## config.mk

```make
export PLATFORM = sky130hd
export DESIGN_NAME = generational_handle_allocator_core
export DESIGN_NICKNAME = d
export VERILOG_FILES = /design/src/gha_pkg.sv /design/src/generational_handle_allocator_core.sv
export VERILOG_INCLUDE_DIRS = /design/src /design/src/src
export SDC_FILE = /design/constraint.sdc
export NUM_CORES = 1
export LEC_CHECK = 0
export BUFFER_PORTS_ARGS = -buffer_cell sky130_fd_sc_hd__buf_2
export CELL_PAD_IN_SITES_DETAIL_PLACEMENT = 2
export CELL_PAD_IN_SITES_GLOBAL_PLACEMENT = 2
export CORE_AREA = 8 8 281 337
export CTS_CLUSTER_SIZE = 30
export DETAILED_ROUTE_END_ITERATION = 8
export DIE_AREA = 0 0 289 345
export PLACE_DENSITY_LB_ADDON = 0.15
export SYNTH_ARGS = -nofsm -noshare
export SYNTH_HDL_FRONTEND = slang
export SYNTH_SLANG_ARGS = --single-unit
```

## constraint.sdc

```tcl
create_clock -name clk -period 15 [get_ports clk]
set_clock_uncertainty 0.1 [all_clocks]
set_input_delay 3 -clock clk [delete_from_list [all_inputs] [get_ports clk]]
set_output_delay 3 -clock clk [all_outputs]
set_load 0.03 [all_outputs]
```

## src/generational_handle_allocator_core_defines.svh

```systemverilog
// Assertion macros shared by the allocator RTL.
// Each macro expects clk and rst_n to be visible where it is used.
`ifndef GENERATIONAL_HANDLE_ALLOCATOR_CORE_DEFINES_SVH
`define GENERATIONAL_HANDLE_ALLOCATOR_CORE_DEFINES_SVH

// Same-cycle implication.
`define GHA_ASSERT_NOW(lbl, ante, cons) \
  lbl: assert property (@(posedge clk) disable iff (!rst_n) (ante) |-> (cons)) \
    else $error("allocator assertion failed");

// Next-cycle implication.
`define GHA_ASSERT_NEXT(lbl, ante, cons) \
  lbl: assert property (@(posedge clk) disable iff (!rst_n) (ante) |=> (cons)) \
    else $error("allocator assertion failed");

`endif

```

## src/gha_pkg.sv

```systemverilog
// ----------------------------------------------------------------------------
// gha_pkg
// Sizes, command codes and status codes of the generational handle allocator.
// ----------------------------------------------------------------------------
`default_nettype none

package gha_pkg;

  localparam int CAPACITY = 64;
  localparam int GEN_W    = 8;
  localparam int IDX_W    = $clog2(CAPACITY);
  localparam int CNT_W    = IDX_W + 1;

  typedef enum logic [1:0] {
    CMD_ALLOC = 2'd0,
    CMD_FREE  = 2'd1,
    CMD_CHECK = 2'd2,
    CMD_CLEAR = 2'd3
  } cmd_t;

  typedef enum logic [1:0] {
    ST_OK      = 2'd0,
    ST_FULL    = 2'd1,
    ST_INVALID = 2'd2
  } status_t;

endpackage

`default_nettype wire

```

## src/generational_handle_allocator_core.sv

```systemverilog
// A request beat is registered into the work stage when accepted, and its result into the
// result register when the work stage fires.
// Throughput: one request beat per cycle while the result side is not stalled; the generation
// table is read once per request at acceptance and written for a fresh allocation or a valid free.
// Reset (synchronous, rst_n low) empties the free stack and the high-water mark
// and drops any beat in flight; the tables are not cleared and need no sweep.
// ----------------------------------------------------------------------------
// generational_handle_allocator_core
// Slot allocator handing out index/generation handles, with a LIFO free stack.
// ----------------------------------------------------------------------------
`default_nettype none

`include "generational_handle_allocator_core_defines.svh"

module generational_handle_allocator_core (
  input  logic                        clk,
  input  logic                        rst_n,
  input  logic                        in_valid,
  output logic                        in_stall,
  input  gha_pkg::cmd_t               in_command,
  input  logic [gha_pkg::IDX_W-1:0]   in_slot_index,
  input  logic [gha_pkg::GEN_W-1:0]   in_slot_generation,
  output logic                        out_valid,
  input  logic                        out_stall,
  output gha_pkg::status_t            out_status,
  output logic [gha_pkg::IDX_W-1:0]   out_handle_index,
  output logic [gha_pkg::GEN_W-1:0]   out_handle_generation
);
  import gha_pkg::*;

  // Generation table memory and its registered read port.
  logic [GEN_W-1:0] gen_mem [CAPACITY];
  logic [GEN_W-1:0] gen_q_r;

  // Free stack: the top entry sits in a register and the entries below it in
  // a memory. The entry just below the top is kept prefetched so a pop never
  // waits on a memory read.
  logic [IDX_W-1:0] stk_mem [CAPACITY];
  logic [IDX_W-1:0] tos_r, tos_nxt;
  logic [IDX_W-1:0] sub_r;
  logic             stk_we;
  logic [IDX_W-1:0] stk_waddr;
  logic [IDX_W-1:0] stk_raddr;
  logic [CNT_W-1:0] cnt_r, cnt_nxt;
  logic [CNT_W-1:0] hw_r, hw_nxt;

  // Work stage.
  logic             b_valid_r, b_valid_nxt;
  cmd_t             b_cmd_r;
  logic [IDX_W-1:0] b_idx_r;
  logic [GEN_W-1:0] b_gen_r;
  logic             fwd_hit_r;
  logic [GEN_W-1:0] fwd_data_r;

  // Result register.
  logic             out_valid_r, out_valid_nxt;
  status_t          out_status_r, out_status_nxt;
  logic [IDX_W-1:0] out_idx_r, out_idx_nxt;
  logic [GEN_W-1:0] out_gen_r, out_gen_nxt;

  logic             in_accept;
  logic             b_fire;
  logic [GEN_W-1:0] gen_cur;
  logic             handle_ok;
  logic             push;
  logic             pop;
  logic             gw_en;
  logic [IDX_W-1:0] gw_addr;
  logic [GEN_W-1:0] gw_data;
  logic [IDX_W-1:0] rd_addr;

  assign b_fire    = b_valid_r && (!out_valid_r || !out_stall);
  assign in_stall  = b_valid_r && !b_fire;
  assign in_accept = in_valid && !in_stall;

  // The previous request may write the table at the same edge this one reads it.
  assign gen_cur   = fwd_hit_r ? fwd_data_r : gen_q_r;
  assign handle_ok = ({1'b0, b_idx_r} < hw_r) && (gen_cur == b_gen_r);

  always_comb begin
    push           = 1'b0;
    pop            = 1'b0;
    gw_en          = 1'b0;
    gw_addr        = b_idx_r;
    gw_data        = gen_cur + GEN_W'(1);
    cnt_nxt        = cnt_r;
    hw_nxt         = hw_r;
    out_status_nxt = ST_OK;
    out_idx_nxt    = b_idx_r;
    out_gen_nxt    = b_gen_r;
    if (b_fire) begin
      unique case (b_cmd_r)
        CMD_ALLOC: begin
          if (cnt_r != '0) begin
            pop         = 1'b1;
            cnt_nxt     = cnt_r - CNT_W'(1);
            out_idx_nxt = tos_r;
            out_gen_nxt = gen_cur;
          end else if (hw_r < CNT_W'(CAPACITY)) begin
            gw_en       = 1'b1;
            gw_addr     = hw_r[IDX_W-1:0];
            gw_data     = '0;
            hw_nxt      = hw_r + CNT_W'(1);
            out_idx_nxt = hw_r[IDX_W-1:0];
            out_gen_nxt = '0;
          end else begin
            out_status_nxt = ST_FULL;
            out_idx_nxt    = '0;
            out_gen_nxt    = '0;
          end
        end
        CMD_FREE: begin
          if (handle_ok) begin
            gw_en = 1'b1;
            // A push onto a full stack is dropped; the bump still happens.
            if (cnt_r < CNT_W'(CAPACITY)) begin
              push    = 1'b1;
              cnt_nxt = cnt_r + CNT_W'(1);
            end
          end else begin
            out_status_nxt = ST_INVALID;
          end
        end
        CMD_CHECK: begin
          if (!handle_ok) begin
            out_status_nxt = ST_INVALID;
          end
        end
        CMD_CLEAR: begin
          cnt_nxt = '0;
          hw_nxt  = '0;
        end
      endcase
    end
  end

  always_comb begin
    tos_nxt = tos_r;
    if (push) begin
      tos_nxt = b_idx_r;
    end else if (pop) begin
      tos_nxt = sub_r;
    end
  end

  // A push moves the old top into the memory, one place below the new top.
  assign stk_we    = push && (cnt_r != '0);
  assign stk_waddr = IDX_W'(cnt_r - CNT_W'(1));
  assign stk_raddr = IDX_W'(cnt_nxt - CNT_W'(2));

  // An allocation reads the generation of the slot that will be on top of the stack.
  assign rd_addr = (in_command == CMD_ALLOC) ? tos_nxt : in_slot_index;

  always_comb begin
    b_valid_nxt = b_valid_r;
    if (in_accept) begin
      b_valid_nxt = 1'b1;
    end else if (b_fire) begin
      b_valid_nxt = 1'b0;
    end
    out_valid_nxt = out_valid_r;
    if (b_fire) begin
      out_valid_nxt = 1'b1;
    end else if (!out_stall) begin
      out_valid_nxt = 1'b0;
    end
  end

  always_ff @(posedge clk) begin
    if (gw_en) begin
      gen_mem[gw_addr] <= gw_data;
    end
    if (in_accept) begin
      gen_q_r <= gen_mem[rd_addr];
    end
  end

  // The entry below the new top is the old top after a push, else a memory read.
  always_ff @(posedge clk) begin
    if (stk_we) begin
      stk_mem[stk_waddr] <= tos_r;
    end
    if (push) begin
      sub_r <= tos_r;
    end else begin
      sub_r <= stk_mem[stk_raddr];
    end
  end

  always_ff @(posedge clk) begin
    tos_r <= tos_nxt;
    if (in_accept) begin
      b_cmd_r    <= in_command;
      b_idx_r    <= in_slot_index;
      b_gen_r    <= in_slot_generation;
      fwd_hit_r  <= gw_en && (gw_addr == rd_addr);
      fwd_data_r <= gw_data;
    end
    if (b_fire) begin
      out_status_r <= out_status_nxt;
      out_idx_r    <= out_idx_nxt;
      out_gen_r    <= out_gen_nxt;
    end
  end

  always_ff @(posedge clk) begin
    if (!rst_n) begin
      cnt_r       <= '0;
      hw_r        <= '0;
      b_valid_r   <= 1'b0;
      out_valid_r <= 1'b0;
    end else begin
      cnt_r       <= cnt_nxt;
      hw_r        <= hw_nxt;
      b_valid_r   <= b_valid_nxt;
      out_valid_r <= out_valid_nxt;
    end
  end

  assign out_valid             = out_valid_r;
  assign out_status            = out_status_r;
  assign out_handle_index      = out_idx_r;
  assign out_handle_generation = out_gen_r;

  `GHA_ASSERT_NOW(a_cnt_bound, 1'b1, (cnt_r <= CNT_W'(CAPACITY)) && (cnt_r <= hw_r || cnt_r != '0))
  `GHA_ASSERT_NOW(a_hw_bound, 1'b1, hw_r <= CNT_W'(CAPACITY))
  `GHA_ASSERT_NEXT(a_clear_empties, b_fire && (b_cmd_r == CMD_CLEAR), (cnt_r == '0) && (hw_r == '0))
  `GHA_ASSERT_NEXT(a_full_reported, b_fire && (b_cmd_r == CMD_ALLOC) && (cnt_r == '0) && (hw_r == CNT_W'(CAPACITY)), out_valid_r && (out_status_r == ST_FULL))

endmodule

`default_nettype wire

```

Word-level counts from Yosys, hierarchy flattened. Memories as Yosys holds them, arrays and structs flattened. A register that Yosys moved wholly into a read port is not among the register bits. Index checks and enable logic that the tools add are counted.

$add $sub $neg: 5. $lt $le $gt $ge: 3. Equality and inequality tests: 8. Muxes and demuxes: 50. Reduce and logical (&&, ||, !) cells: 18.

Operator list (number): $mux W6 (11); $mux W8 (7); $mux W7 (6); $mux W1 (21); $pmux W7 S3 (1); $add A7 B1 Y7 const B (2); $lt A7 B7 Y1 const B (2); $pmux W7 S2 (1); $add A8 B1 Y8 const B (1); $eq A8 B8 Y1 (1); $lt A6 B7 Y1 (1); $reduce_bool A7 Y1 (1); $sub A7 B1 Y7 const B (1); $eq A6 B6 Y1 (1); $logic_and A1 B1 Y1 (6); $sub A6 B2 Y6 const B (1); $eq A2 B2 Y1 const B (2); $logic_not A1 Y1 (4); $logic_not A2 Y1 (2); $ne A2 B2 Y1 const B (2); $pmux W2 S2 (1); $reduce_and A4 Y1 (1); $reduce_bool A2 Y1 (2); $eq A2 B1 Y1 const B (1); other kinds (5) (5).

Register bits: 69. Memory bits (writable): 896. Input port bits: 20. Word-level logic and storage cells: 100. Memories: 2.

Memory list: gen_mem (depth 64, bits a word 8, rd ports 1, clocked after memory_dff 1, wr ports 1, RTL line generational_handle_allocator_core.sv:32) `logic [GEN_W-1:0] gen_mem [CAPACITY];`; stk_mem (depth 64, bits a word 6, rd ports 1, clocked after memory_dff 0, wr ports 1, RTL line generational_handle_allocator_core.sv:38) `logic [IDX_W-1:0] stk_mem [CAPACITY];`.

Depth between registers and ports, before layout. Gate-level depths: netlist (run 1).

Depth after elaboration: 10. Mapped depth: 19. Gate-level depth less buffers: 16.

Worst setup path before layout (run 1). No wires, ideal clock.

Path kind: input port to flip-flop. Start: input out_stall. End: register sub_r[1]. Setup time: 0.086 ns. Arrival: 7.236 ns. Slack: 7.578 ns. Stages: 18. Buffers on the path: 5. Cells stage by stage: a21bo_2 inv_1 nand2_1 nor4b_1 and4b_1 o211ai_1 buf_4 inv_2 clkbuf_1 ha_1 inv_1 clkbuf_1 clkbuf_1 clkbuf_1 mux4_2 nand2_1 o211ai_1 a211oi_1.

Longest elaborated chain between the ends: 7. Elaborated cells on any way between the ends: 8.

RTL lines: start, declared (RTL line generational_handle_allocator_core.sv:24) `input logic out_stall,`; $logic_not A1 Y1 (*); $logic_or A1 B1 Y1 (*) (RTL line generational_handle_allocator_core.sv:72) `assign b_fire = b_valid_r && (!out_valid_r || !out_stall);`; $logic_and A1 B1 Y1 (*) (RTL line generational_handle_allocator_core.sv:72); via b_fire (RTL line generational_handle_allocator_core.sv:62) `logic b_fire;`; $mux W7 (RTL line generational_handle_allocator_core.sv:91) `if (b_fire) begin`; $sub A6 B2 Y6 (RTL line generational_handle_allocator_core.sv:149) `assign stk_raddr = IDX_W'(cnt_nxt - CNT_W'(2));`; $mem_v2 Z64 W6; $mux W6 (*) (RTL line generational_handle_allocator_core.sv:183) `if (push) begin`; end signal, assigned (RTL line generational_handle_allocator_core.sv:184) `sub_r <= tos_r;`; end signal, assigned (RTL line generational_handle_allocator_core.sv:186) `sub_r <= stk_mem[stk_raddr];`; end, declared (RTL line generational_handle_allocator_core.sv:40) `logic [IDX_W-1:0] sub_r;`.

Mark *: on every way through the listed nets, which the timed path passes. The rest lies on a longest branch. A chain may end at the register's enable or synchronous reset.

Worst setup path after layout (run 1).
Start: input out_stall. End: register sub_r[4].

The elaborated chain is that of the path after synthesis.

==> results of run 1 <==
where the power goes:
| group | total, mW | internal [mW] | switching [mW] |
|---|---|---|---|
| clock | 2.49 | 1.44 | 1.05 |
| combinational | 1.06 | 0.248 | 0.813 |
| sequential | 3.38 | 3.35 | 0.0299 |
| total | 6.93 | 5.04 | 1.89 |
metal layers:
layer,global-route usage,vias up
met1,0.2810,11755
met4,0.07160,6
li1,-,9495
met5,0,-
met2,0.4250,488
met3,0.03226,185
cell type report:
| class | count | area, um^2 |
|---|---|---|
| diodes | 2 | 5.005 |
| clock buffers | 114 | 2555 |
| well taps | 1159 | 1450 |
| multi-input cells | 1299 | 10130 |
| fillers | 8003 | 44610 |
| clock inverters | 63 | 641.9 |
| inverters | 21 | 78.83 |
| flip-flops and latches | 973 | 28950 |
| repair buffers | 75 | 470.5 |
per-stage QoR:
stage	utilization	power, mW	hold WS, ns	worst slack (ns)
final	0.4981	6.928	0.4290	6.637
after global routing	0.4981	7.131	0.5231	6.195
after CTS	0.4981	6.999	0.4455	6.582
after detailed placement	0.4621	4.517	0.4234	5.927
after global placement	0.4621	4.452	0.3940	6.128
after floorplan	-	4.018	0.3634	7.578
flip-flops by register name, summed over array words and instances, names as in the netlist, 7 cells and up:
name                   count
stk_mem                  384
hw_r                       7
out_handle_generation      8
cnt_r                      7
gen_q_r                    8
b_gen_r                    8
gen_mem                  512
fwd_data_r                 8
Yosys cell counts, types with 12 or more instances:
cell,instances,area [um^2]
a21oi_1,59,295.3
a22oi_1,41,307.8
buf_1,14,52.55
buf_2,35,175.2
buf_4,16,120.1
clkbuf_1,40,150.1
dfxtp_1,28,560.5
edfxtp_1,945,28380
ha_1,16,200.2
inv_1,20,75.07
mux2_2,34,382.9
mux2i_1,128,1281
mux4_2,140,3153
nand2_1,266,998.5
nand3_1,163,815.8
nand4_1,22,137.6
nor2_1,205,769.5
nor2b_1,12,75.07
nor3_1,17,85.08
o211ai_1,14,105.1
o21ai_0,28,140.1
xnor2_1,25,219.0
worst reg2reg max path, cell delays in order, from the launching register on:
cell and delay, ns:
edfxtp_1 0.71, mux2i_1 0.73, o2bb2ai_1 0.31, nor3_1 0.55
nand3_1 0.61, mux2_2 0.53, a21boi_4 0.13, buf_4 0.66
buf_4 0.87, mux4_2 0.65, a22oi_1 0.40, nand3_1 0.28
and4_1 0.25
final timing paths:
| kind | start | end | slack (ns) |
|---|---|---|---|
| setup / recovery | out_stall | sub_r[4]$_DFF_P_ | 6.64 |
| hold / removal | b_valid_r$_SDFFE_PN0P_ | out_valid$_SDFFE_PN0P_ | 0.43 |
| setup reg to reg | fwd_hit_r$_DFFE_PP_ | gen_q_r[5]$_DFFE_PP_ | 7.98 |
| hold reg to reg | b_valid_r$_SDFFE_PN0P_ | out_valid$_SDFFE_PN0P_ | 0.43 |
cells by family (layout without fill, tap and decap cells):
| logic type | Yosys count | in the layout | synth area share |
|---|---|---|---|
| compound gates | 187 | 187 | 0.03052 |
| xor+xnor | 35 | 35 | 0.007724 |
| fa+ha+maj | 16 | 16 | 0.005044 |
| buf+inv | 137 | 273 | 0.01851 |
| flops | 973 | 973 | 0.7291 |
| mux | 305 | 305 | 0.1224 |
| other cells | 0 | 2 | 0 |
| simple gates | 756 | 756 | 0.08666 |
==> results.rst, run 1 <==
.. list-table::
   :header-rows: 1

   * - Metric
     - Value
   * - Drt initial violations
     - 1,695
   * - Critical path required time
     - 15.42 ns
   * - Startpoint type of the worst setup path
     - input pin
   * - Period minus WS final
     - 8.363 ns
   * - Global route total overflow
     - 0
   * - Series of cell instances along the critical path
     - buf_2 -> a21bo_2 -> inv_1 -> nand3_1 -> nor3b_1 -> nand4_1 -> o211ai_1 -> buf_4 -> inv_2 -> ha_1 -> inv_2 -> buf_4 -> mux4_2 -> mux2_2 -> a22oi_1 -> o211a_1 -> nor3_1
   * - Placeable core region
     - 88,890 um^2
   * - Slew HR
     - 0.2064
   * - Number of placed I/O pins
     - 38
   * - Via count normalized by instance count
     - 5.917
   * - Synthesized net count
     - 2,445
   * - Crit path max-delay family
     - buffers and inverters
   * - Count of final setup violators
     - 0
   * - Detail Placement HPWL
     - 73.52 mm
   * - Maximum capacitance violations
     - 0
   * - Library cells used by synthesis
     - 75
   * - Remaining antenna violation count
     - 0
   * - Highest-count cells in the layout ignoring fill and taps
     - edfxtp_1, nand2_1, nor2_1
   * - Crit. path cell count
     - 17
   * - Deepest clock path buffer count
     - 3
   * - Clock latency on the worst-skew pair
     - 0.67 ns
   * - Met3 wirelength from detailed routing
     - 4.228 mm
   * - Delay of the slowest cell on the worst path
     - 0.68 ns
   * - Growth of design area from synthesis to finish
     - 11.56%
   * - Initial cell density of the core
     - 0.4465
   * - Count of mapped cells out of synthesis
     - 2,409
   * - Setup fix buffers added after clock tree synthesis
     - 0
   * - Post-route clock period utilization
     - 0.5575
   * - Remaining routing DRC violations
     - 0
   * - Count of placed standard cells in the final layout, fillers left out
     - 3,706
   * - Number of sinks driven by the clock tree
     - 973
   * - Crit path max fanout
     - 58
   * - LEAKAGE
     - 14.76 nW
   * - EDFF count, synth
     - 945
   * - Total die area
     - 99,710 um^2
   * - Worst Tran Pin Value
     - 1.190 ns
   * - Final design instance area without fill
     - 44,280 um^2
   * - Routed Wire Length
     - 115.7 mm
   * - Final hold violation count
     - 0
   * - TritonCTS clock tree
     - built
   * - Count of port buffers added during placement
     - 37
   * - Predominant post-synthesis flop cell
     - edfxtp_1
   * - RSZ-0062 raised after global routing
     - no
   * - Standard cell with the maximum stage delay on the critical path
     - buf_4
   * - Worst Setup End Kind
     - flop
   * - Largest net degree at the start of global routing
     - 68
   * - Setup total negative slack
     - 0 ns
   * - Horiz. Die Dim
     - 289 um
   * - Top routing layer in use
     - met5
   * - Die Y
     - 345 um
   * - Sequential fraction of the synthesis area
     - 0.7291
   * - Post-cts resize count
     - 0
   * - Hold Crit Depth
     - 2
   * - Async set-reset flop share out of synthesis
     - 0
   * - Total track usage
     - 0.2323
   * - Most common cell after layout, fill and taps aside
     - edfxtp_1
   * - Synth Warn #
     - 0
   * - Fraction of layout instances using a drive strength above 1
     - 0.1697
   * - M1 WL
     - 45.58 mm
   * - Met2 wire len
     - 62.11 mm
   * - Number of global-route vias before repair
     - 24,445
   * - Post-Syn Area per Cell
     - 16.47 um^2
   * - Setup CP Type
     - input pin to flop
   * - Power density over the cells
     - 156.5 nW/um^2
   * - # hold bufs at CTS
     - 0
   * - CTS buffer count
     - 99
   * - Synth Register Bits
     - 973
   * - Number of buffer and inverter stages on the critical path
     - 6
   * - Wire length of the first global-routing pass
     - 171.2 mm
   * - Worst Hold Class
     - flop to flop
   * - FF-to-FF path depth
     - 12
   * - Worst endpoint data arrival time
     - 8.78 ns
   * - Drt pass-1 iters
     - 5
   * - Net count reported at finish
     - 2,505
   * - Total via count in the routed design
     - 21,929
   * - Max-slew violation count
     - 0
   * - Initial antenna violation count
     - 5
   * - Clock transition time at the flip-flop clock pins of the worst setup and hold paths
     - 0.06 ns
   * - Highest ir drop seen on vdd
     - 0.0001183 V
   * - Syn Std Cell Area
     - 39,690 um^2
   * - DR WL/cell
     - 31.23 um
   * - Clock Tree Root
     - clkbuf_16
   * - Post-detailed-placement cell area
     - 41,080 um^2
   * - H-tree depth reported by CTS
     - 3
   * - Highest clock rate
     - 0.1196 GHz
   * - Gpl congestion
     - 0.8216
   * - Cell row count
     - 120
   * - Cells after DPL
     - 3,527
   * - Run status
     - finished clean
(Power assumes the default switching activity.)
==> inputs of run 2 (changes only) <==
--- a/config.mk
+++ b/config.mk
@@ -6,13 +6,14 @@
 export SDC_FILE = /design/constraint.sdc
 export NUM_CORES = 1
 export LEC_CHECK = 0
+export ABC_AREA = 1
 export BUFFER_PORTS_ARGS = -buffer_cell sky130_fd_sc_hd__buf_2
 export CELL_PAD_IN_SITES_DETAIL_PLACEMENT = 2
 export CELL_PAD_IN_SITES_GLOBAL_PLACEMENT = 2
-export CORE_AREA = 8 8 281 337
+export CORE_AREA = 8 8 309 371
 export CTS_CLUSTER_SIZE = 30
 export DETAILED_ROUTE_END_ITERATION = 8
-export DIE_AREA = 0 0 289 345
+export DIE_AREA = 0 0 317 379
 export PLACE_DENSITY_LB_ADDON = 0.15
 export SYNTH_ARGS = -nofsm -noshare
 export SYNTH_HDL_FRONTEND = slang
==> constraint.sdc (replaced) <==
create_clock -name clk -period 6.7 [get_ports clk]
set_clock_uncertainty 0.1 [all_clocks]
set_input_delay 1.34 -clock clk [delete_from_list [all_inputs] [get_ports clk]]
set_output_delay 1.34 -clock clk [all_outputs]
set_load 0.03 [all_outputs]
==> results.rst, run 2 <==
.. list-table::
   :header-rows: 1

   * - Metric
     - Value
   * - Synthesized net count
     - 3,825 (was 2,445)
   * - Cell row count
     - 133 (was 120)
   * - Clock latency on the worst-skew pair
     - 0.68 ns (was 0.67 ns)
   * - Wire length of the first global-routing pass
     - 207.4 mm (was 171.2 mm)
   * - Setup total negative slack
     - 0 ns (unchanged)
   * - Cell type with the largest total area after synthesis
     - edfxtp_1 (unchanged)
   * - Fraction of layout instances using a drive strength above 1
     - 0.07821 (was 0.1697)
   * - RSZ-0062 raised after global routing
     - no (unchanged)
   * - Detail Placement HPWL
     - 85.90 mm (was 73.52 mm)
   * - Global route total overflow
     - 0 (unchanged)
   * - Highest clock rate
     - 0.1882 GHz
   * - CTS buffer count
     - 102 (was 99)
   * - Drt pass-1 iters
     - 6 (was 5)
   * - DR WL/cell
     - 26.10 um (was 31.23 um)
   * - Count of filler cells inserted in the layout
     - 11,226 (was 8,003)
   * - Initial cell density of the core
     - 0.3858 (was 0.4465)
   * - Crit path max fanout
     - 17 (was 58)
   * - Most instantiated library cell after synthesis
     - nand2_1 (was edfxtp_1)
   * - Total via count in the routed design
     - 28,874 (was 21,929)
   * - Clock Tree Root
     - clkbuf_16 (unchanged)
   * - Count of mapped cells out of synthesis
     - 3,789 (was 2,409)
   * - Highest-count cells in the layout ignoring fill and taps
     - nand2_1, edfxtp_1, nand3_1 (was edfxtp_1, nand2_1, nor2_1)
   * - Largest net degree at the start of global routing
     - 157 (was 68)
   * - Period minus WS final
     - 5.312 ns
   * - Setup fix buffers added after clock tree synthesis
     - 0 (unchanged)
   * - Deepest clock path buffer count
     - 3 (unchanged)
   * - Total track usage
     - 0.2295 (was 0.2323)
   * - Multi-input logic area
     - 10,780 um^2 (was 10,130 um^2)
   * - H-tree depth reported by CTS
     - 3 (unchanged)
   * - Highest ir drop seen on vdd
     - 0.0002250 V (was 0.0001183 V)
   * - Library cells used by synthesis
     - 42 (was 75)
   * - Gpl congestion
     - 0.8095 (was 0.8216)
   * - Clock transition time at the flip-flop clock pins of the worst setup and hold paths
     - 0.06 ns (about the same)
   * - Worst Hold Class
     - flop to flop (unchanged)
   * - TritonCTS clock tree
     - built (unchanged)
   * - Horiz. Die Dim
     - 317 um (was 289 um)
   * - EDFF count, synth
     - 945 (unchanged)
   * - Predominant post-synthesis flop cell
     - edfxtp_1 (unchanged)
   * - Worst Tran Pin Value
     - 1.175 ns (was 1.190 ns)
   * - Remaining antenna violation count
     - 0 (unchanged)
   * - Most common cell after layout, fill and taps aside
     - nand2_1 (was edfxtp_1)
   * - Power density over the cells
     - 330.5 nW/um^2 (was 156.5 nW/um^2)
   * - Die Y
     - 379 um (was 345 um)
   * - Synth Warn #
     - 0 (unchanged)
   * - Count of final setup violators
     - 0 (unchanged)
   * - Count of port buffers added during placement
     - 37 (unchanged)
   * - Run status
     - finished clean (unchanged)
   * - Syn Std Cell Area
     - 41,920 um^2 (was 39,690 um^2)
   * - # hold bufs at CTS
     - 0 (unchanged)
   * - Number of placed I/O pins
     - 38 (unchanged)
   * - Top cells by count, synth
     - nand2_1, edfxtp_1, nand3_1 (was edfxtp_1, nand2_1, nor2_1)
   * - Max-slew violation count
     - 0 (unchanged)
   * - Setup CP Type
     - flop to flop (was input pin to flop)
   * - Worst Setup End Kind
     - flop (unchanged)
   * - Maximum capacitance violations
     - 0 (unchanged)
   * - Number of flip-flops in the largest register
     - 512 (unchanged)
   * - Count of placed standard cells in the final layout, fillers left out
     - 5,291 (was 3,706)
   * - Total die area
     - 120,100 um^2 (was 99,710 um^2)
   * - Critical path required time
     - 6.91 ns (was 15.42 ns)
   * - Worst endpoint data arrival time
     - 5.52 ns (was 8.78 ns)
   * - Final hold violation count
     - 0 (unchanged)
   * - # diodes
     - 0 (was 2)
   * - Cells after DPL
     - 5,097 (was 3,527)
   * - Post-cts resize count
     - 0 (unchanged)
   * - Sequential fraction of the synthesis area
     - 0.6903 (was 0.7291)
   * - Total area of sequential cells
     - 28,950 um^2 (unchanged)
   * - Growth of design area from synthesis to finish
     - 11.85% (was 11.56%)
   * - Synth Register Bits
     - 973 (unchanged)
   * - Placeable core region
     - 108,700 um^2 (was 88,890 um^2)
   * - Register with the most flip-flops
     - gen_mem (unchanged)
   * - Remaining routing DRC violations
     - 0 (unchanged)
   * - Via count normalized by instance count
     - 5.457 (was 5.917)
   * - Number of sinks driven by the clock tree
     - 973 (unchanged)
   * - Number of global-route vias before repair
     - 31,902 (was 24,445)
   * - Initial antenna violation count
     - 0 (was 5)
   * - Routed Wire Length
     - 138.1 mm (was 115.7 mm)
   * - LEAKAGE
     - 17.21 nW (was 14.76 nW)
   * - Net count reported at finish
     - 3,820 (was 2,505)
   * - Post-route clock period utilization
     - 0.7929
   * - Async set-reset flop share out of synthesis
     - 0 (unchanged)
   * - Startpoint type of the worst setup path
     - flop (was input pin)
   * - Biggest regs
     - gen_mem (512), stk_mem (384) (unchanged)
   * - Yosys top cell area share
     - 0.6769 (was 0.7150)
   * - Post-Syn Area per Cell
     - 11.06 um^2 (was 16.47 um^2)
   * - Largest cells by area after synthesis
     - edfxtp_1, nand3_1, nand2_1 (was edfxtp_1, mux4_2, mux2i_1)
   * - Drt initial violations
     - 1,977 (was 1,695)
   * - Slew HR
     - 0.2149 (was 0.2064)
## run 2: cell types whose count changed after synthesis, moves of 16 or more
cell	delta
a21oi_1	-43
a22oi_1	-41
buf_2	+107
clkbuf_1	-16
inv_1	+288
mux2_2	-34
mux2i_1	-128
mux4_2	-140
nand2_1	+690
nand3_1	+708
nor2_1	-23
o211ai_1	+117
xnor2_1	-23
## run 2: path summary, 6_finish.rpt
path                          start                       end  slack [ns]  cells after the start
min          out_valid$_SDFFE_PN0P_    out_valid$_SDFFE_PN0P_        0.43                      2
max            b_cmd_r[0]$_DFFE_PP_  gen_mem[19][4]$_DFFE_PP_        1.39                     10
min reg2reg  out_valid$_SDFFE_PN0P_    out_valid$_SDFFE_PN0P_        0.43                      2
max reg2reg    b_cmd_r[0]$_DFFE_PP_  gen_mem[19][4]$_DFFE_PP_        1.39                     10
## run 2: cell families (layout without fill, tap and decap cells)
family                     Yosys count  count (layout)  synth area share
DFF                                973             973            0.6903
xor gates and xnor gates            13              13          0.002716
and+or+nand+nor                   2053            2053            0.2132
buffers and inverters              534             619           0.05524
AOI/OAI and AO/OA                  200             200           0.03382
adders and majority gates           16              16          0.004775
## run 2: per-stage QoR
stage | total power [mW] | hold WS, ns | area, um^2 | worst slack (ns) | util
after floorplan | 8.705 | 0.3902 | 41920 | 1.517 | -
after global placement | 9.830 | 0.4222 | 43520 | 1.457 | 0.4005
after detailed placement | 9.882 | 0.4321 | 43520 | 1.323 | 0.4005
after CTS | 15.67 | 0.4447 | 46890 | 1.378 | 0.4315
after global routing | 16.00 | 0.4700 | 46890 | 0.9610 | 0.4315
final | 15.50 | 0.4319 | 46890 | 1.388 | 0.4315
## run 2: area by class of cell
type,instances,area share
inverters,321,0.02578
clock buffers,131,0.05924
repair buffers,104,0.01734
clock inverters,63,0.01262
well taps,1417,0.03781
flip-flops and latches,973,0.6173
multi-input cells,2282,0.2299
## run 2: per-layer routing
| layer | up-vias | wire length, um | part of all wire | GRT usage |
|---|---|---|---|---|
| li1 | 13210 | - | - | - |
| met1 | 14906 | 55500 | 0.40 | 0.2736 |
| met2 | 528 | 73050 | 0.53 | 0.4250 |
| met3 | 230 | 4719 | 0.034 | 0.02558 |
| met4 | 0 | 4805 | 0.035 | 0.08094 |
| met5 | - | 0 | 0 | 0 |
## run 2: report_power, final
part	switching, mW	total [mW]	internal (mW)
logic	1.93	2.41	0.478
registers	0.0715	7.31	7.24
clock network	2.43	5.77	3.35
total	4.43	15.5	11.1
## run 2: critical path, cell delays in order, from the launching register on
cell      delay (ns)
edfxtp_1        0.45
inv_1           0.12
ha_1            0.54
clkinv_1        0.41
nor2_1          0.26
nand2_1         0.13
nor2_1          0.38
inv_1           0.33
o21ai_0         0.61
nand2_1         0.75
nor2_1          0.83
==> inputs of run 3 (changes only) <==
--- a/config.mk
+++ b/config.mk
@@ -10,10 +10,10 @@
 export BUFFER_PORTS_ARGS = -buffer_cell sky130_fd_sc_hd__buf_2
 export CELL_PAD_IN_SITES_DETAIL_PLACEMENT = 2
 export CELL_PAD_IN_SITES_GLOBAL_PLACEMENT = 2
-export CORE_AREA = 8 8 309 371
+export CORE_AREA = 8 8 295 354
 export CTS_CLUSTER_SIZE = 30
 export DETAILED_ROUTE_END_ITERATION = 8
-export DIE_AREA = 0 0 317 379
+export DIE_AREA = 0 0 303 362
 export PLACE_DENSITY_LB_ADDON = 0.15
 export SYNTH_ARGS = -nofsm -noshare
 export SYNTH_HDL_FRONTEND = slang
==> constraint.sdc (replaced) <==
create_clock -name clk -period 5.1 [get_ports clk]
set_clock_uncertainty 0.1 [all_clocks]
set_input_delay 1.02 -clock clk [delete_from_list [all_inputs] [get_ports clk]]
set_output_delay 1.02 -clock clk [all_outputs]
set_load 0.03 [all_outputs]
==> results.rst, run 3 (synthesis results as in run 2) <==
.. list-table::
   :header-rows: 1

   * - Metric
     - Value
   * - Clock transition time at the flip-flop clock pins of the worst setup and hold paths
     - 0.07 ns (was 0.06 ns)
   * - Slew HR
     - 0.2996 (was 0.2149)
   * - Final hold violation count
     - 0 (unchanged)
   * - Total die area
     - 109,700 um^2 (was 120,100 um^2)
   * - Count of port buffers added during placement
     - 37 (unchanged)
   * - Startpoint type of the worst setup path
     - flop (unchanged)
   * - Total track usage
     - 0.2612 (was 0.2295)
   * - Clock power share
     - 0.369 (was 0.372)
   * - Run status
     - finished clean (unchanged)
   * - Clock latency on the worst-skew pair
     - 0.69 ns (was 0.68 ns)
   * - FF-to-FF path depth
     - 14 (was 10)
   * - Power density over the cells
     - 434.1 nW/um^2 (was 330.5 nW/um^2)
   * - Worst Hold Class
     - input pin to flop (was flop to flop)
   * - Final design utilization
     - 0.4743 (was 0.4315)
   * - Remaining antenna violation count
     - 0 (unchanged)
   * - Maximum capacitance violations
     - 0 (unchanged)
   * - Relative contribution of sequential cells to total power
     - 0.485 (was 0.472)
   * - Post-route clock period utilization
     - 0.9359 (was 0.7929)
   * - Global route total overflow
     - 0 (unchanged)
   * - Reg-to-reg slack, setup
     - 0.33 ns (was 1.39 ns)
   * - H-tree depth reported by CTS
     - 3 (unchanged)
   * - Number of sinks driven by the clock tree
     - 973 (unchanged)
   * - CTS buffer count
     - 103 (was 102)
   * - Count of placed standard cells in the final layout, fillers left out
     - 5,187 (was 5,291)
   * - Highest ir drop seen on vdd
     - 0.0003021 V (was 0.0002250 V)
   * - Via count normalized by instance count
     - 5.713 (was 5.457)
   * - LEAKAGE
     - 17.34 nW (was 17.21 nW)
   * - Cells after DPL
     - 4,988 (was 5,097)
   * - Number of placed I/O pins
     - 38 (unchanged)
   * - Reg2Reg Capture Point
     - gen_mem[33][5]$_DFFE_PP_ (was gen_mem[19][4]$_DFFE_PP_)
   * - Growth of design area from synthesis to finish
     - 12.00% (was 11.85%)
   * - Max-slew violation count
     - 0 (unchanged)
   * - Switching power total
     - 5.926 mW (was 4.432 mW)
   * - Proportion of total power due to net switching
     - 0.2907 (was 0.2860)
   * - Worst endpoint data arrival time
     - 4.98 ns (was 5.52 ns)
   * - Worst hold slack
     - 0.4109 ns (was 0.4319 ns)
   * - # diodes
     - 0 (unchanged)
   * - Worst Setup End Kind
     - flop (unchanged)
   * - PnR Total Power
     - 20.38 mW (was 15.50 mW)
   * - Count of final setup violators
     - 0 (unchanged)
   * - Setup CP Type
     - flop to flop (unchanged)
   * - Register with the most flip-flops
     - gen_mem (unchanged)
   * - Number of global-route vias before repair
     - 33,274 (was 31,902)
   * - Routed Wire Length
     - 143.8 mm (was 138.1 mm)
   * - Placeable core region
     - 99,000 um^2 (was 108,700 um^2)
   * - Die Y
     - 362 um (was 379 um)
   * - Cell row count
     - 127 (was 133)
   * - Worst setup path startpoint
     - b_cmd_r[1]$_DFFE_PP_ (was b_cmd_r[0]$_DFFE_PP_)
   * - Largest net degree at the start of global routing
     - 157 (unchanged)
   * - Drt initial violations
     - 1,852 (was 1,977)
   * - Fraction of layout instances using a drive strength above 1
     - 0.08442 (was 0.07821)
   * - Crit path max fanout
     - 15 (was 17)
   * - Remaining routing DRC violations
     - 0 (unchanged)
   * - Gpl congestion
     - 0.8646 (was 0.8095)
   * - TritonCTS clock tree
     - built (unchanged)
   * - Total via count in the routed design
     - 29,634 (was 28,874)
   * - Critical path required time
     - 5.31 ns (was 6.91 ns)
   * - Deepest clock path buffer count
     - 3 (unchanged)
   * - Highest clock rate
     - 0.2095 GHz (was 0.1882 GHz)
   * - Most common cell after layout, fill and taps aside
     - nand2_1 (unchanged)
   * - Wire length of the first global-routing pass
     - 215.5 mm (was 207.4 mm)
   * - Setup total negative slack
     - 0 ns (unchanged)
   * - Clock Tree Root
     - clkbuf_16 (unchanged)
   * - Crit path to
     - gen_mem[33][5]$_DFFE_PP_ (was gen_mem[19][4]$_DFFE_PP_)
   * - Initial antenna violation count
     - 2 (was 0)
   * - RSZ-0062 raised after global routing
     - yes (was no)
   * - Initial cell density of the core
     - 0.4235 (was 0.3858)
   * - Internal Dissipation
     - 14.46 mW (was 11.07 mW)
   * - DR WL/cell
     - 27.72 um (was 26.10 um)
   * - Biggest regs
     - gen_mem (512), stk_mem (384) (unchanged)
   * - Period minus WS final
     - 4.773 ns (was 5.312 ns)
   * - Detail Placement HPWL
     - 91.37 mm (was 85.90 mm)
   * - Share of total power in combinational logic
     - 0.146 (was 0.156)
   * - Worst Tran Pin Value
     - 1.051 ns (was 1.175 ns)
   * - Number of flip-flops in the largest register
     - 512 (unchanged)
   * - R2R Path Start
     - b_cmd_r[1]$_DFFE_PP_ (was b_cmd_r[0]$_DFFE_PP_)
   * - Horiz. Die Dim
     - 303 um (was 317 um)
   * - Highest-count cells in the layout ignoring fill and taps
     - nand2_1, edfxtp_1, nand3_1 (unchanged)
   * - Drt pass-1 iters
     - 5 (was 6)
   * - Net count reported at finish
     - 3,843 (was 3,820)
## run 3: layout make-up
class | instances | area, um^2
fillers | 9927 | 52040
flip-flops and latches | 973 | 28950
multi-input cells | 2282 | 10780
clock buffers | 128 | 2756
well taps | 1290 | 1614
inverters | 321 | 1207
repair buffers | 126 | 1082
clock inverters | 67 | 563.0
## run 3: routing by layer
layer	wire length (um)	part of all wire	global-route usage	up-vias
li1	-	-	-	13272
met1	55290	0.38	0.2988	15332
met2	75700	0.53	0.4758	679
met3	5005	0.035	0.03101	351
met4	7812	0.054	0.1342	0
met5	0	0	0	-
## run 3: through the flow
step,setup slack (ns),area (um^2)
finish,0.3271,46950
global route,-0.01317,46950
CTS,0.1766,46920
detailed placement,0.2197,43600
global placement,0.4186,43600
floorplan,0.2369,41920
## run 3: worst max-delay path, stage by stage, from the launching register on
cell	delay (ns)
edfxtp_1	0.45
inv_1	0.11
ha_1	0.16
buf_4	0.23
clkinv_1	0.29
nor2_1	0.26
nand2_1	0.16
nor2_1	0.13
buf_4	0.16
inv_1	0.13
o21ai_0	0.43
inv_1	0.18
nor2_1	0.17
nand2_1	0.60
nor2_1	0.82
## run 3: timing repair
action                                  CTS  global route
gates resized for setup                   0             1
endpoints found under the setup margin    0            27
hold buffers                              0             0
setup buffers                             0             4
## run 3: how the worst min path moves through the flow
stage | from | depth (start not counted) | end | slack [ns]
4_1_cts | in_slot_generation[6] | 1 | b_gen_r[6]$_DFFE_PP_ | 0.37
5_1_grt | in_slot_generation[6] | 1 | b_gen_r[6]$_DFFE_PP_ | 0.41
3_5_place_dp | out_valid$_SDFFE_PN0P_ | 2 | out_valid$_SDFFE_PN0P_ | 0.43
6_report | in_slot_generation[6] | 1 | b_gen_r[6]$_DFFE_PP_ | 0.41
3_3_place_gp | out_valid$_SDFFE_PN0P_ | 2 | out_valid$_SDFFE_PN0P_ | 0.41
2_1_floorplan | hw_r[5]$_SDFFE_PN0P_ | 2 | hw_r[6]$_SDFFE_PN0P_ | 0.39
## run 3: power by group through the flow
stage	Sequential (mW)	Clock [mW]	Combinational, mW
after floorplan	9.94	0	1.50
final	9.88	7.53	2.97
after global routing	9.89	7.91	3.18
after CTS	9.88	7.65	2.99
after global placement	10.0	0	2.83
after detailed placement	10.1	0	2.95
